$ cat config.mk
export PLATFORM = sky130hd
export DESIGN_NAME = hhmm_clock_seven_segment_driver_top
export DESIGN_NICKNAME = d
export VERILOG_FILES = /design/src/rtl/hhmm_pkg.sv /design/src/rtl/hhmm_apb_regs.sv /design/src/rtl/hhmm_buttons.sv /design/src/rtl/hhmm_time_counter.sv /design/src/rtl/hhmm_scan_decode.sv /design/src/rtl/hhmm_clock_seven_segment_driver_top.sv
export SDC_FILE = /design/constraint.sdc
export NUM_CORES = 1
export LEC_CHECK = 0
export ABC_AREA = 1
export BUFFER_PORTS_ARGS = -buffer_cell sky130_fd_sc_hd__buf_2
export CAP_MARGIN = 10
export CORE_AREA = 2 2 95 134
export DETAILED_ROUTE_END_ITERATION = 10
export DIE_AREA = 0 0 97 136
export PLACE_DENSITY = 0.79
export SYNTH_ARGS = -nofsm -noshare
export SYNTH_HDL_FRONTEND = slang
export SYNTH_SLANG_ARGS = --single-unit
$ cat constraint.sdc
create_clock -name clk -period 4.8 [get_ports clk]
set_input_delay 0 -clock clk [delete_from_list [all_inputs] [get_ports clk]]
set_output_delay 0 -clock clk [all_outputs]
set_load 0.05 [all_outputs]
$ cat src/rtl/hhmm_pkg.sv
// ----------------------------------------------------------------------------
// hhmm_pkg
// Shared types, constants and the seven-segment decode of the HH:MM clock.
// ----------------------------------------------------------------------------
package hhmm_pkg;

    localparam int DIGIT_COUNT        = 4;
    localparam int SCAN_W             = $clog2(DIGIT_COUNT);
    localparam int SLOT_TICKS_DEFAULT = 255;
    localparam int LOCKOUT_W          = 14;
    localparam int APB_ADDR_W         = 3;
    localparam int APB_DATA_W         = 32;

    localparam logic [LOCKOUT_W-1:0] LOCKOUT_RESET = 14'd12750;
    localparam logic [7:0]           BRIGHT_RESET  = 8'd254;
    localparam logic [7:0]           BRIGHT_MAX    = 8'd255;
    localparam logic [7:0]           BRIGHT_MIN    = 8'd1;
    localparam logic [7:0]           SEG_BLANK     = 8'hff;
    localparam logic [7:0]           SEG_DP_MASK   = 8'h7f;

    localparam logic [SCAN_W-1:0] DIGIT_HOUR_TENS   = 2'd0;
    localparam logic [SCAN_W-1:0] DIGIT_HOUR_ONES   = 2'd1;
    localparam logic [SCAN_W-1:0] DIGIT_MINUTE_TENS = 2'd2;
    localparam logic [SCAN_W-1:0] DIGIT_MINUTE_ONES = 2'd3;

    localparam logic REG_LOCKOUT_TICKS = 1'b0;

    localparam logic [7:0] SEG_TABLE [10] = '{
        8'hc0, 8'hf9, 8'ha4, 8'hb0, 8'h99, 8'h92, 8'h82, 8'hf8, 8'h80, 8'h90
    };

    typedef struct packed {
        logic advance_edge;
        logic bright_edge;
        logic advance_level;
        logic bright_level;
    } tick_t;

    typedef struct packed {
        logic [1:0] hour_tens;
        logic [3:0] hour_ones;
        logic [2:0] minute_tens;
        logic [3:0] minute_ones;
    } time_t;

    function automatic logic [7:0] seg_decode(input logic [3:0] digit);
        logic [7:0] seg;
        if (digit <= 4'd9)
        begin
            seg = SEG_TABLE[digit];
        end
        else
        begin
            seg = SEG_BLANK;
        end
        return seg;
    endfunction

endpackage

$ cat src/rtl/hhmm_apb_regs.sv
// ----------------------------------------------------------------------------
// hhmm_apb_regs
// APB register file holding the advance button lockout length.
// ----------------------------------------------------------------------------
module hhmm_apb_regs
    import hhmm_pkg::*;
(
    input  logic                  clk,
    input  logic                  rst_n,
    input  logic                  psel,
    input  logic                  penable,
    input  logic                  pwrite,
    input  logic [APB_ADDR_W-1:0] paddr,
    input  logic [APB_DATA_W-1:0] pwdata,
    output logic [APB_DATA_W-1:0] prdata,
    output logic                  pready,
    output logic [LOCKOUT_W-1:0]  lockout_ticks
);

    logic [LOCKOUT_W-1:0] lockout_reg;
    logic [LOCKOUT_W-1:0] lockout_next;
    logic                 wr_en;

    assign pready = 1'b1;
    assign wr_en  = psel & penable & pwrite & (paddr[2] == REG_LOCKOUT_TICKS);

    always_comb
    begin
        lockout_next = lockout_reg;
        if (wr_en)
        begin
            lockout_next = pwdata[LOCKOUT_W-1:0];
        end
    end

    always_ff @(posedge clk or negedge rst_n)
    begin
        if (!rst_n)
        begin
            lockout_reg <= LOCKOUT_RESET;
        end
        else
        begin
            lockout_reg <= lockout_next;
        end
    end

    always_comb
    begin
        prdata = '0;
        if (paddr[2] == REG_LOCKOUT_TICKS)
        begin
            prdata = {{(APB_DATA_W-LOCKOUT_W){1'b0}}, lockout_reg};
        end
    end

    assign lockout_ticks = lockout_reg;

endmodule

$ cat src/rtl/hhmm_buttons.sv
// ----------------------------------------------------------------------------
// hhmm_buttons
// Arming of both buttons, lockout of the advance button, and the brightness level.
// ----------------------------------------------------------------------------
module hhmm_buttons
    import hhmm_pkg::*;
(
    input  logic                 clk,
    input  logic                 rst_n,
    input  logic                 step,
    input  tick_t                tick,
    input  logic [LOCKOUT_W-1:0] lockout_ticks,
    output logic                 add_minute,
    output logic [7:0]           bright_next
);

    logic                 adv_armed_reg;
    logic                 adv_armed_next;
    logic                 brt_armed_reg;
    logic                 brt_armed_next;
    logic [LOCKOUT_W-1:0] count_reg;
    logic [LOCKOUT_W-1:0] count_next;
    logic [7:0]           bright_reg;
    logic [LOCKOUT_W-1:0] limit;
    logic [LOCKOUT_W-1:0] count_inc;
    logic                 adv_hit;
    logic                 brt_hit;

    assign adv_hit    = tick.advance_edge & adv_armed_reg;
    assign brt_hit    = tick.bright_edge & brt_armed_reg;
    assign add_minute = adv_hit;
    assign limit      = (lockout_ticks == '0) ? LOCKOUT_W'(1) : lockout_ticks;
    assign count_inc  = count_reg + LOCKOUT_W'(1);

    always_comb
    begin
        adv_armed_next = adv_armed_reg & ~adv_hit;
        count_next     = count_reg;
        if (!adv_armed_next && tick.advance_level)
        begin
            if (count_inc >= limit)
            begin
                adv_armed_next = 1'b1;
                count_next     = '0;
            end
            else
            begin
                count_next = count_inc;
            end
        end
    end

    always_comb
    begin
        brt_armed_next = (brt_armed_reg & ~brt_hit) | tick.bright_level;
        bright_next    = bright_reg;
        if (brt_hit)
        begin
            bright_next = (bright_reg == BRIGHT_MAX) ? BRIGHT_MIN : bright_reg + 8'd1;
        end
    end

    always_ff @(posedge clk or negedge rst_n)
    begin
        if (!rst_n)
        begin
            adv_armed_reg <= 1'b1;
            brt_armed_reg <= 1'b1;
            count_reg     <= '0;
            bright_reg    <= BRIGHT_RESET;
        end
        else if (step)
        begin
            adv_armed_reg <= adv_armed_next;
            brt_armed_reg <= brt_armed_next;
            count_reg     <= count_next;
            bright_reg    <= bright_next;
        end
    end

endmodule

$ cat src/rtl/hhmm_time_counter.sv
// ----------------------------------------------------------------------------
// hhmm_time_counter
// BCD hours and minutes count that wraps from 23:59 to 00:00.
// ----------------------------------------------------------------------------
module hhmm_time_counter
    import hhmm_pkg::*;
(
    input  logic  clk,
    input  logic  rst_n,
    input  logic  step,
    input  logic  add_minute,
    output time_t time_next
);

    time_t      time_reg;
    logic [4:0] mo;
    logic [3:0] mt;
    logic [4:0] ho;
    logic [2:0] ht;

    always_comb
    begin
        mo = {1'b0, time_reg.minute_ones};
        mt = {1'b0, time_reg.minute_tens};
        ho = {1'b0, time_reg.hour_ones};
        ht = {1'b0, time_reg.hour_tens};
        if (add_minute)
        begin
            mo = mo + 5'd1;
            if (mo >= 5'd10)
            begin
                mo = '0;
                mt = mt + 4'd1;
            end
            if (mt >= 4'd6)
            begin
                mt = '0;
                mo = '0;
                ho = ho + 5'd1;
            end
            if (ho >= 5'd10)
            begin
                ho = '0;
                ht = ht + 3'd1;
            end
            if (ht >= 3'd2 && ho >= 5'd4)
            begin
                ht = '0;
                ho = '0;
                mt = '0;
                mo = '0;
            end
        end
        time_next.hour_tens   = ht[1:0];
        time_next.hour_ones   = ho[3:0];
        time_next.minute_tens = mt[2:0];
        time_next.minute_ones = mo[3:0];
    end

    always_ff @(posedge clk or negedge rst_n)
    begin
        if (!rst_n)
        begin
            time_reg <= '0;
        end
        else if (step)
        begin
            time_reg <= time_next;
        end
    end

endmodule

$ cat src/rtl/hhmm_scan_decode.sv
// ----------------------------------------------------------------------------
// hhmm_scan_decode
// Digit scan position, slot timing and seven-segment decode.
// ----------------------------------------------------------------------------
module hhmm_scan_decode
    import hhmm_pkg::*;
#(
    parameter int SLOT_TICKS = SLOT_TICKS_DEFAULT
)
(
    input  logic       clk,
    input  logic       rst_n,
    input  logic       step,
    input  time_t      time_now,
    input  logic [7:0] bright_now,
    output logic [7:0] segments,
    output logic [3:0] digit_enables
);

    logic [7:0]        phase_reg;
    logic [7:0]        phase_next;
    logic [SCAN_W-1:0] scan_reg;
    logic [SCAN_W-1:0] scan_next;
    logic [8:0]        phase_inc;
    logic [3:0]        digit_val;
    logic [7:0]        seg;

    assign phase_inc = {1'b0, phase_reg} + 9'd1;

    always_comb
    begin
        phase_next = phase_inc[7:0];
        scan_next  = scan_reg;
        if (phase_inc >= 9'(SLOT_TICKS))
        begin
            phase_next = '0;
            scan_next  = scan_reg + SCAN_W'(1);
        end
    end

    always_comb
    begin
        case (scan_reg)
            DIGIT_HOUR_TENS:   digit_val = {2'b00, time_now.hour_tens};
            DIGIT_HOUR_ONES:   digit_val = time_now.hour_ones;
            DIGIT_MINUTE_TENS: digit_val = {1'b0, time_now.minute_tens};
            default:           digit_val = time_now.minute_ones;
        endcase
        seg = seg_decode(digit_val);
        if (scan_reg == DIGIT_HOUR_ONES)
        begin
            seg = seg & SEG_DP_MASK;
        end
        segments = seg;
        if (phase_reg < bright_now)
        begin
            digit_enables = ~(4'b0001 << scan_reg);
        end
        else
        begin
            digit_enables = 4'hf;
        end
    end

    always_ff @(posedge clk or negedge rst_n)
    begin
        if (!rst_n)
        begin
            phase_reg <= '0;
            scan_reg  <= '0;
        end
        else if (step)
        begin
            phase_reg <= phase_next;
            scan_reg  <= scan_next;
        end
    end

endmodule

$ cat src/rtl/hhmm_clock_seven_segment_driver_top.sv
// ----------------------------------------------------------------------------
// hhmm_clock_seven_segment_driver_top
// Button-set HH:MM clock driving a multiplexed four-digit common-anode display.
// ----------------------------------------------------------------------------
// Each input transaction is one tick and produces exactly one output
// transaction. A tick passes through an input register and a result register
// with combinational logic between them, so ticks are taken one per clock
// cycle while the output is not stalled, and a tick's result is registered
// once the output is free. The lockout length is set through the APB port at
// byte address 0 and should only be changed while no transaction is in flight.
// ----------------------------------------------------------------------------
module hhmm_clock_seven_segment_driver_top
    import hhmm_pkg::*;
#(
    parameter int SLOT_TICKS = SLOT_TICKS_DEFAULT
)
(
    input  logic                  clk,
    input  logic                  rst_n,
    input  logic                  in_valid,
    output logic                  in_stall,
    input  logic                  advance_edge,
    input  logic                  bright_edge,
    input  logic                  advance_level,
    input  logic                  bright_level,
    output logic                  out_valid,
    input  logic                  out_stall,
    output logic [7:0]            segments,
    output logic [3:0]            digit_enables,
    output logic [1:0]            hour_tens,
    output logic [3:0]            hour_ones,
    output logic [2:0]            minute_tens,
    output logic [3:0]            minute_ones,
    output logic [7:0]            brightness,
    input  logic                  psel,
    input  logic                  penable,
    input  logic                  pwrite,
    input  logic [APB_ADDR_W-1:0] paddr,
    input  logic [APB_DATA_W-1:0] pwdata,
    output logic [APB_DATA_W-1:0] prdata,
    output logic                  pready
);

    logic                 in_valid_reg;
    logic                 in_valid_next;
    tick_t                tick_reg;
    logic                 out_valid_reg;
    logic                 out_valid_next;
    logic [7:0]           segments_reg;
    logic [3:0]           enables_reg;
    time_t                time_out_reg;
    logic [7:0]           bright_out_reg;
    logic                 step;
    logic                 in_accept;
    logic [LOCKOUT_W-1:0] lockout_ticks;
    logic                 add_minute;
    logic [7:0]           bright_next;
    time_t                time_next;
    logic [7:0]           seg_now;
    logic [3:0]           en_now;

    assign step           = in_valid_reg & (~out_valid_reg | ~out_stall);
    assign in_stall       = in_valid_reg & ~step;
    assign in_accept      = in_valid & ~in_stall;
    assign in_valid_next  = in_accept | (in_valid_reg & ~step);
    assign out_valid_next = step | (out_valid_reg & out_stall);

    always_ff @(posedge clk or negedge rst_n)
    begin
        if (!rst_n)
        begin
            in_valid_reg  <= 1'b0;
            out_valid_reg <= 1'b0;
        end
        else
        begin
            in_valid_reg  <= in_valid_next;
            out_valid_reg <= out_valid_next;
        end
    end

    always_ff @(posedge clk)
    begin
        if (in_accept)
        begin
            tick_reg.advance_edge  <= advance_edge;
            tick_reg.bright_edge   <= bright_edge;
            tick_reg.advance_level <= advance_level;
            tick_reg.bright_level  <= bright_level;
        end
        if (step)
        begin
            segments_reg   <= seg_now;
            enables_reg    <= en_now;
            time_out_reg   <= time_next;
            bright_out_reg <= bright_next;
        end
    end

    hhmm_apb_regs u_regs
    (
        .clk           (clk),
        .rst_n         (rst_n),
        .psel          (psel),
        .penable       (penable),
        .pwrite        (pwrite),
        .paddr         (paddr),
        .pwdata        (pwdata),
        .prdata        (prdata),
        .pready        (pready),
        .lockout_ticks (lockout_ticks)
    );

    hhmm_buttons u_buttons
    (
        .clk           (clk),
        .rst_n         (rst_n),
        .step          (step),
        .tick          (tick_reg),
        .lockout_ticks (lockout_ticks),
        .add_minute    (add_minute),
        .bright_next   (bright_next)
    );

    hhmm_time_counter u_time
    (
        .clk        (clk),
        .rst_n      (rst_n),
        .step       (step),
        .add_minute (add_minute),
        .time_next  (time_next)
    );

    hhmm_scan_decode #(
        .SLOT_TICKS (SLOT_TICKS)
    ) u_scan
    (
        .clk           (clk),
        .rst_n         (rst_n),
        .step          (step),
        .time_now      (time_next),
        .bright_now    (bright_next),
        .segments      (seg_now),
        .digit_enables (en_now)
    );

    assign out_valid     = out_valid_reg;
    assign segments      = segments_reg;
    assign digit_enables = enables_reg;
    assign hour_tens     = time_out_reg.hour_tens;
    assign hour_ones     = time_out_reg.hour_ones;
    assign minute_tens   = time_out_reg.minute_tens;
    assign minute_ones   = time_out_reg.minute_ones;
    assign brightness    = bright_out_reg;

endmodule

==> results.ini <==
[placed_design]
placed_area_um2=6366
place_inst=902
portBuffers=74
place.gp.congestion=0.8729
dp_hpwl_um=8159

[setup_path]
critPathTopFamily=simple AND/OR/NAND/NOR gates
critPathSlowestCell=dfrtp_1
path_max_fanout=10
path_class=flip-flop to flip-flop
worstSetupStartpointType=flip-flop
crit_buf_inv=7
critPathArrivalTime_ps=3650
cp-end-kind=flip-flop
crit_path_frequent_cell=nand2_1
required_ps=4900
critical-path-max-stage-delay_ps=390

[yosys]
ys_ff_latch=100
synth-seq-area-share_pct=45.83
yosysUniqueCellTypes=46
syn_inst=689
yosysWarnings=0
synth_most_common_cell=nand2_1
netlist_top_cells_area=dfrtp_1 19%, edfxtp_1 19%, ha_1 8.5%
synth_edf_count=37
yosys.area.top_type_share_pct=19.48
synthArstFlopShare_pct=63.00
ys_top_cells_by_count=128 x nand2_1, 103 x inv_1, 55 x nor2_1
synthFlopType=dfrtp_1
avgSynthCellArea_um2=8.579
netlist_area_um2=5911
yosys.area.top_type=dfrtp_1

[routing]
drtPass1Iterations=4
wl_per_cell_um=12.18
ant_nets=0
drtIter0Drc=160
drc=0
vias_per_cell=5.016
finalWirelength_um=11440
vias=4710

[clock_tree]
clkSinkCount=100
cts_buffers=9
htree_num_levels=3
clockRootBuffer=clkbuf_16
postCtsSetupBuffers=0
clock_path_buffers=2
clk_pin_slew_ps=70
clock_latency_ps=340
cts_tree=built

[timing]
rsz0062_at_grt=no
hold_viol=0
finalClockSkew_ps=11.98
drv_slew=0
max_freq_mhz=281.5
maxSlewHeadroom_pct=32.26
tns_ps=0
final-setup-viol-count=0
worst_pin_slew_ps=1013
hold_ws_ps=364.4
min_period_over_period_pct=74.02
fin_crit_ps=3553

[global_route]
gr-usage-met1_pct=19.38
grt_max_degree=73
grt_util_all_layers_pct=17.73
use_met2_pct=34.10
grt_pass1_vias=4498
antenna_found_initial=0
gr-usage-met3_pct=3.290
grt_pass1_wl_um=19400
globalRoute.totalOverflow=0
grt.busiest_layer=met2

[pwr]
p_per_area_nw_per_um2=559.8
ir_worst_vdd_uv=219.0
leakage_nw=3.434

[cells_and_area]
postLayoutCoreUtil_pct=56.80
nNetsFinal=870
area_growth_pct=16.00
diodes=0
finish.instance_area_um2=6857
fill_cells=1071
drive_gt1_share_pct=18.12
stdcell_count=939

[floorplan]
coreArea_um2=12070
die_area_um2=13190
dieHeight_um=136
start_util_pct=48.96
num_rows=48
die_x_um=97
ios=114

[flow_run]
cap_viol_max_count=0

[worst_hold_path]
min_path_type=primary input to async pin

[outcome]
status=complete, no violations

[cells by family after synthesis]
family	Yosys count	share of synthesized area, %
buffers and inverters	139	10.12
XOR/XNOR	23	3.408
other	2	0.1271
adder cells (fa/ha/maj)	40	8.467
AO/OA/AOI/OAI	108	10.29
AND/OR/NAND/NOR	277	21.76
flip-flops	100	45.83
[final timing paths]
kind                                                startpoint                                  end  slack [ps]  cells past startpoint
worst max register to register  u_time.time_reg[1]$_DFFE_PN0P_            segments[6]$_SDFFCE_PN1P_        1250                     32
worst min-delay path                                     rst_n  u_regs.lockout_ticks[9]$_DFFE_PN0P_         360                      3
max in group asynchronous                                rst_n       u_time.time_reg[2]$_DFFE_PN0P_        3890                      3
worst min register to register           tick_reg[0]$_DFFE_PP_  u_buttons.brt_armed_reg$_DFFE_PN1P_         470                      1
worst max-delay path            u_time.time_reg[1]$_DFFE_PN0P_            segments[6]$_SDFFCE_PN1P_        1250                     32
min in group clk                                  bright_level                tick_reg[0]$_DFFE_PP_         370                      2
[layer usage]
layer  wire length, um  part of all wire, %
met5                 0                    0
met4               240                  2.1
met3               517                  4.5
met2              6010                   53
met1              4672                   41
[final cells by class]
cell class	instances	area [um^2]	area share, %
Tap cell	150	187.7	2.737
Sequential cell	100	2709	39.51
Timing Repair Buffer	99	610.6	8.905
Multi-Input combinational cell	467	2668	38.91
Inverter	107	401.6	5.858
Clock buffer	13	261.5	3.814
Clock inverter	3	18.77	0.2737
[timing repair]
action / in CTS / in global routing
gates resized for setup: 0 / 0
hold buffers: 21 / 0
hold endpoints to repair: 66 / 0
[power breakdown]
part | internal [mW] | total [mW] | switching [mW]
Clock | 0.384 | 0.688 | 0.303
Combinational | 0.564 | 1.78 | 1.22
Sequential | 1.19 | 1.37 | 0.175
Total | 2.14 | 3.84 | 1.70
[stage by stage]
step | setup WS, ps | power [mW]
6_report | 1247 | 3.838
3_3_place_gp | 1349 | 3.098
5_1_grt | 799.3 | 4.156
3_5_place_dp | 1228 | 3.154
4_1_cts | 1224 | 3.866
2_1_floorplan | 1665 | 2.797
[cell usage in the layout, fill, tap and decap left out, drive strengths merged]
| cell type | synthesis | routed |
|---|---|---|
| edfxtp | 37 | 37 |
| a22o | 1 | 1 |
| a21o | 2 | 2 |
| o21a | 1 | 1 |
| a21oi | 35 | 35 |
| a21boi | 1 | 1 |
| o31ai | 3 | 3 |
| or2 | 5 | 5 |
| dfstp | 17 | 17 |
| dfrtp | 46 | 46 |
| ha | 40 | 40 |
| xnor2 | 2 | 2 |
| o21ai | 42 | 42 |
| clkinv | 0 | 2 |
| clkbuf | 11 | 13 |
| xor2 | 21 | 21 |
| o22ai | 11 | 11 |
| nor2 | 56 | 56 |
| inv | 107 | 108 |
| nand3 | 43 | 43 |
| nor4 | 3 | 3 |
| buf | 21 | 78 |
| a2111oi | 1 | 1 |
| a31oi | 4 | 4 |
| o41ai | 1 | 1 |
| conb | 2 | 19 |
| a41oi | 1 | 1 |
| and3 | 2 | 2 |
| dlygate4sd3 | 0 | 21 |
| nand4 | 12 | 12 |
| o211ai | 4 | 4 |
| o21bai | 1 | 1 |
| nor3 | 8 | 8 |
| nand2 | 148 | 148 |
[worst reg2reg max path, delay by kind of cell, from the launching register on]
family | cells | cell delay [ps]
buf+inv | 7 | 470
simple gates | 21 | 1830
compound gates | 2 | 200
flops | 1 | 390
fa+ha+maj | 2 | 420
Power figures use the tool's default switching activity.
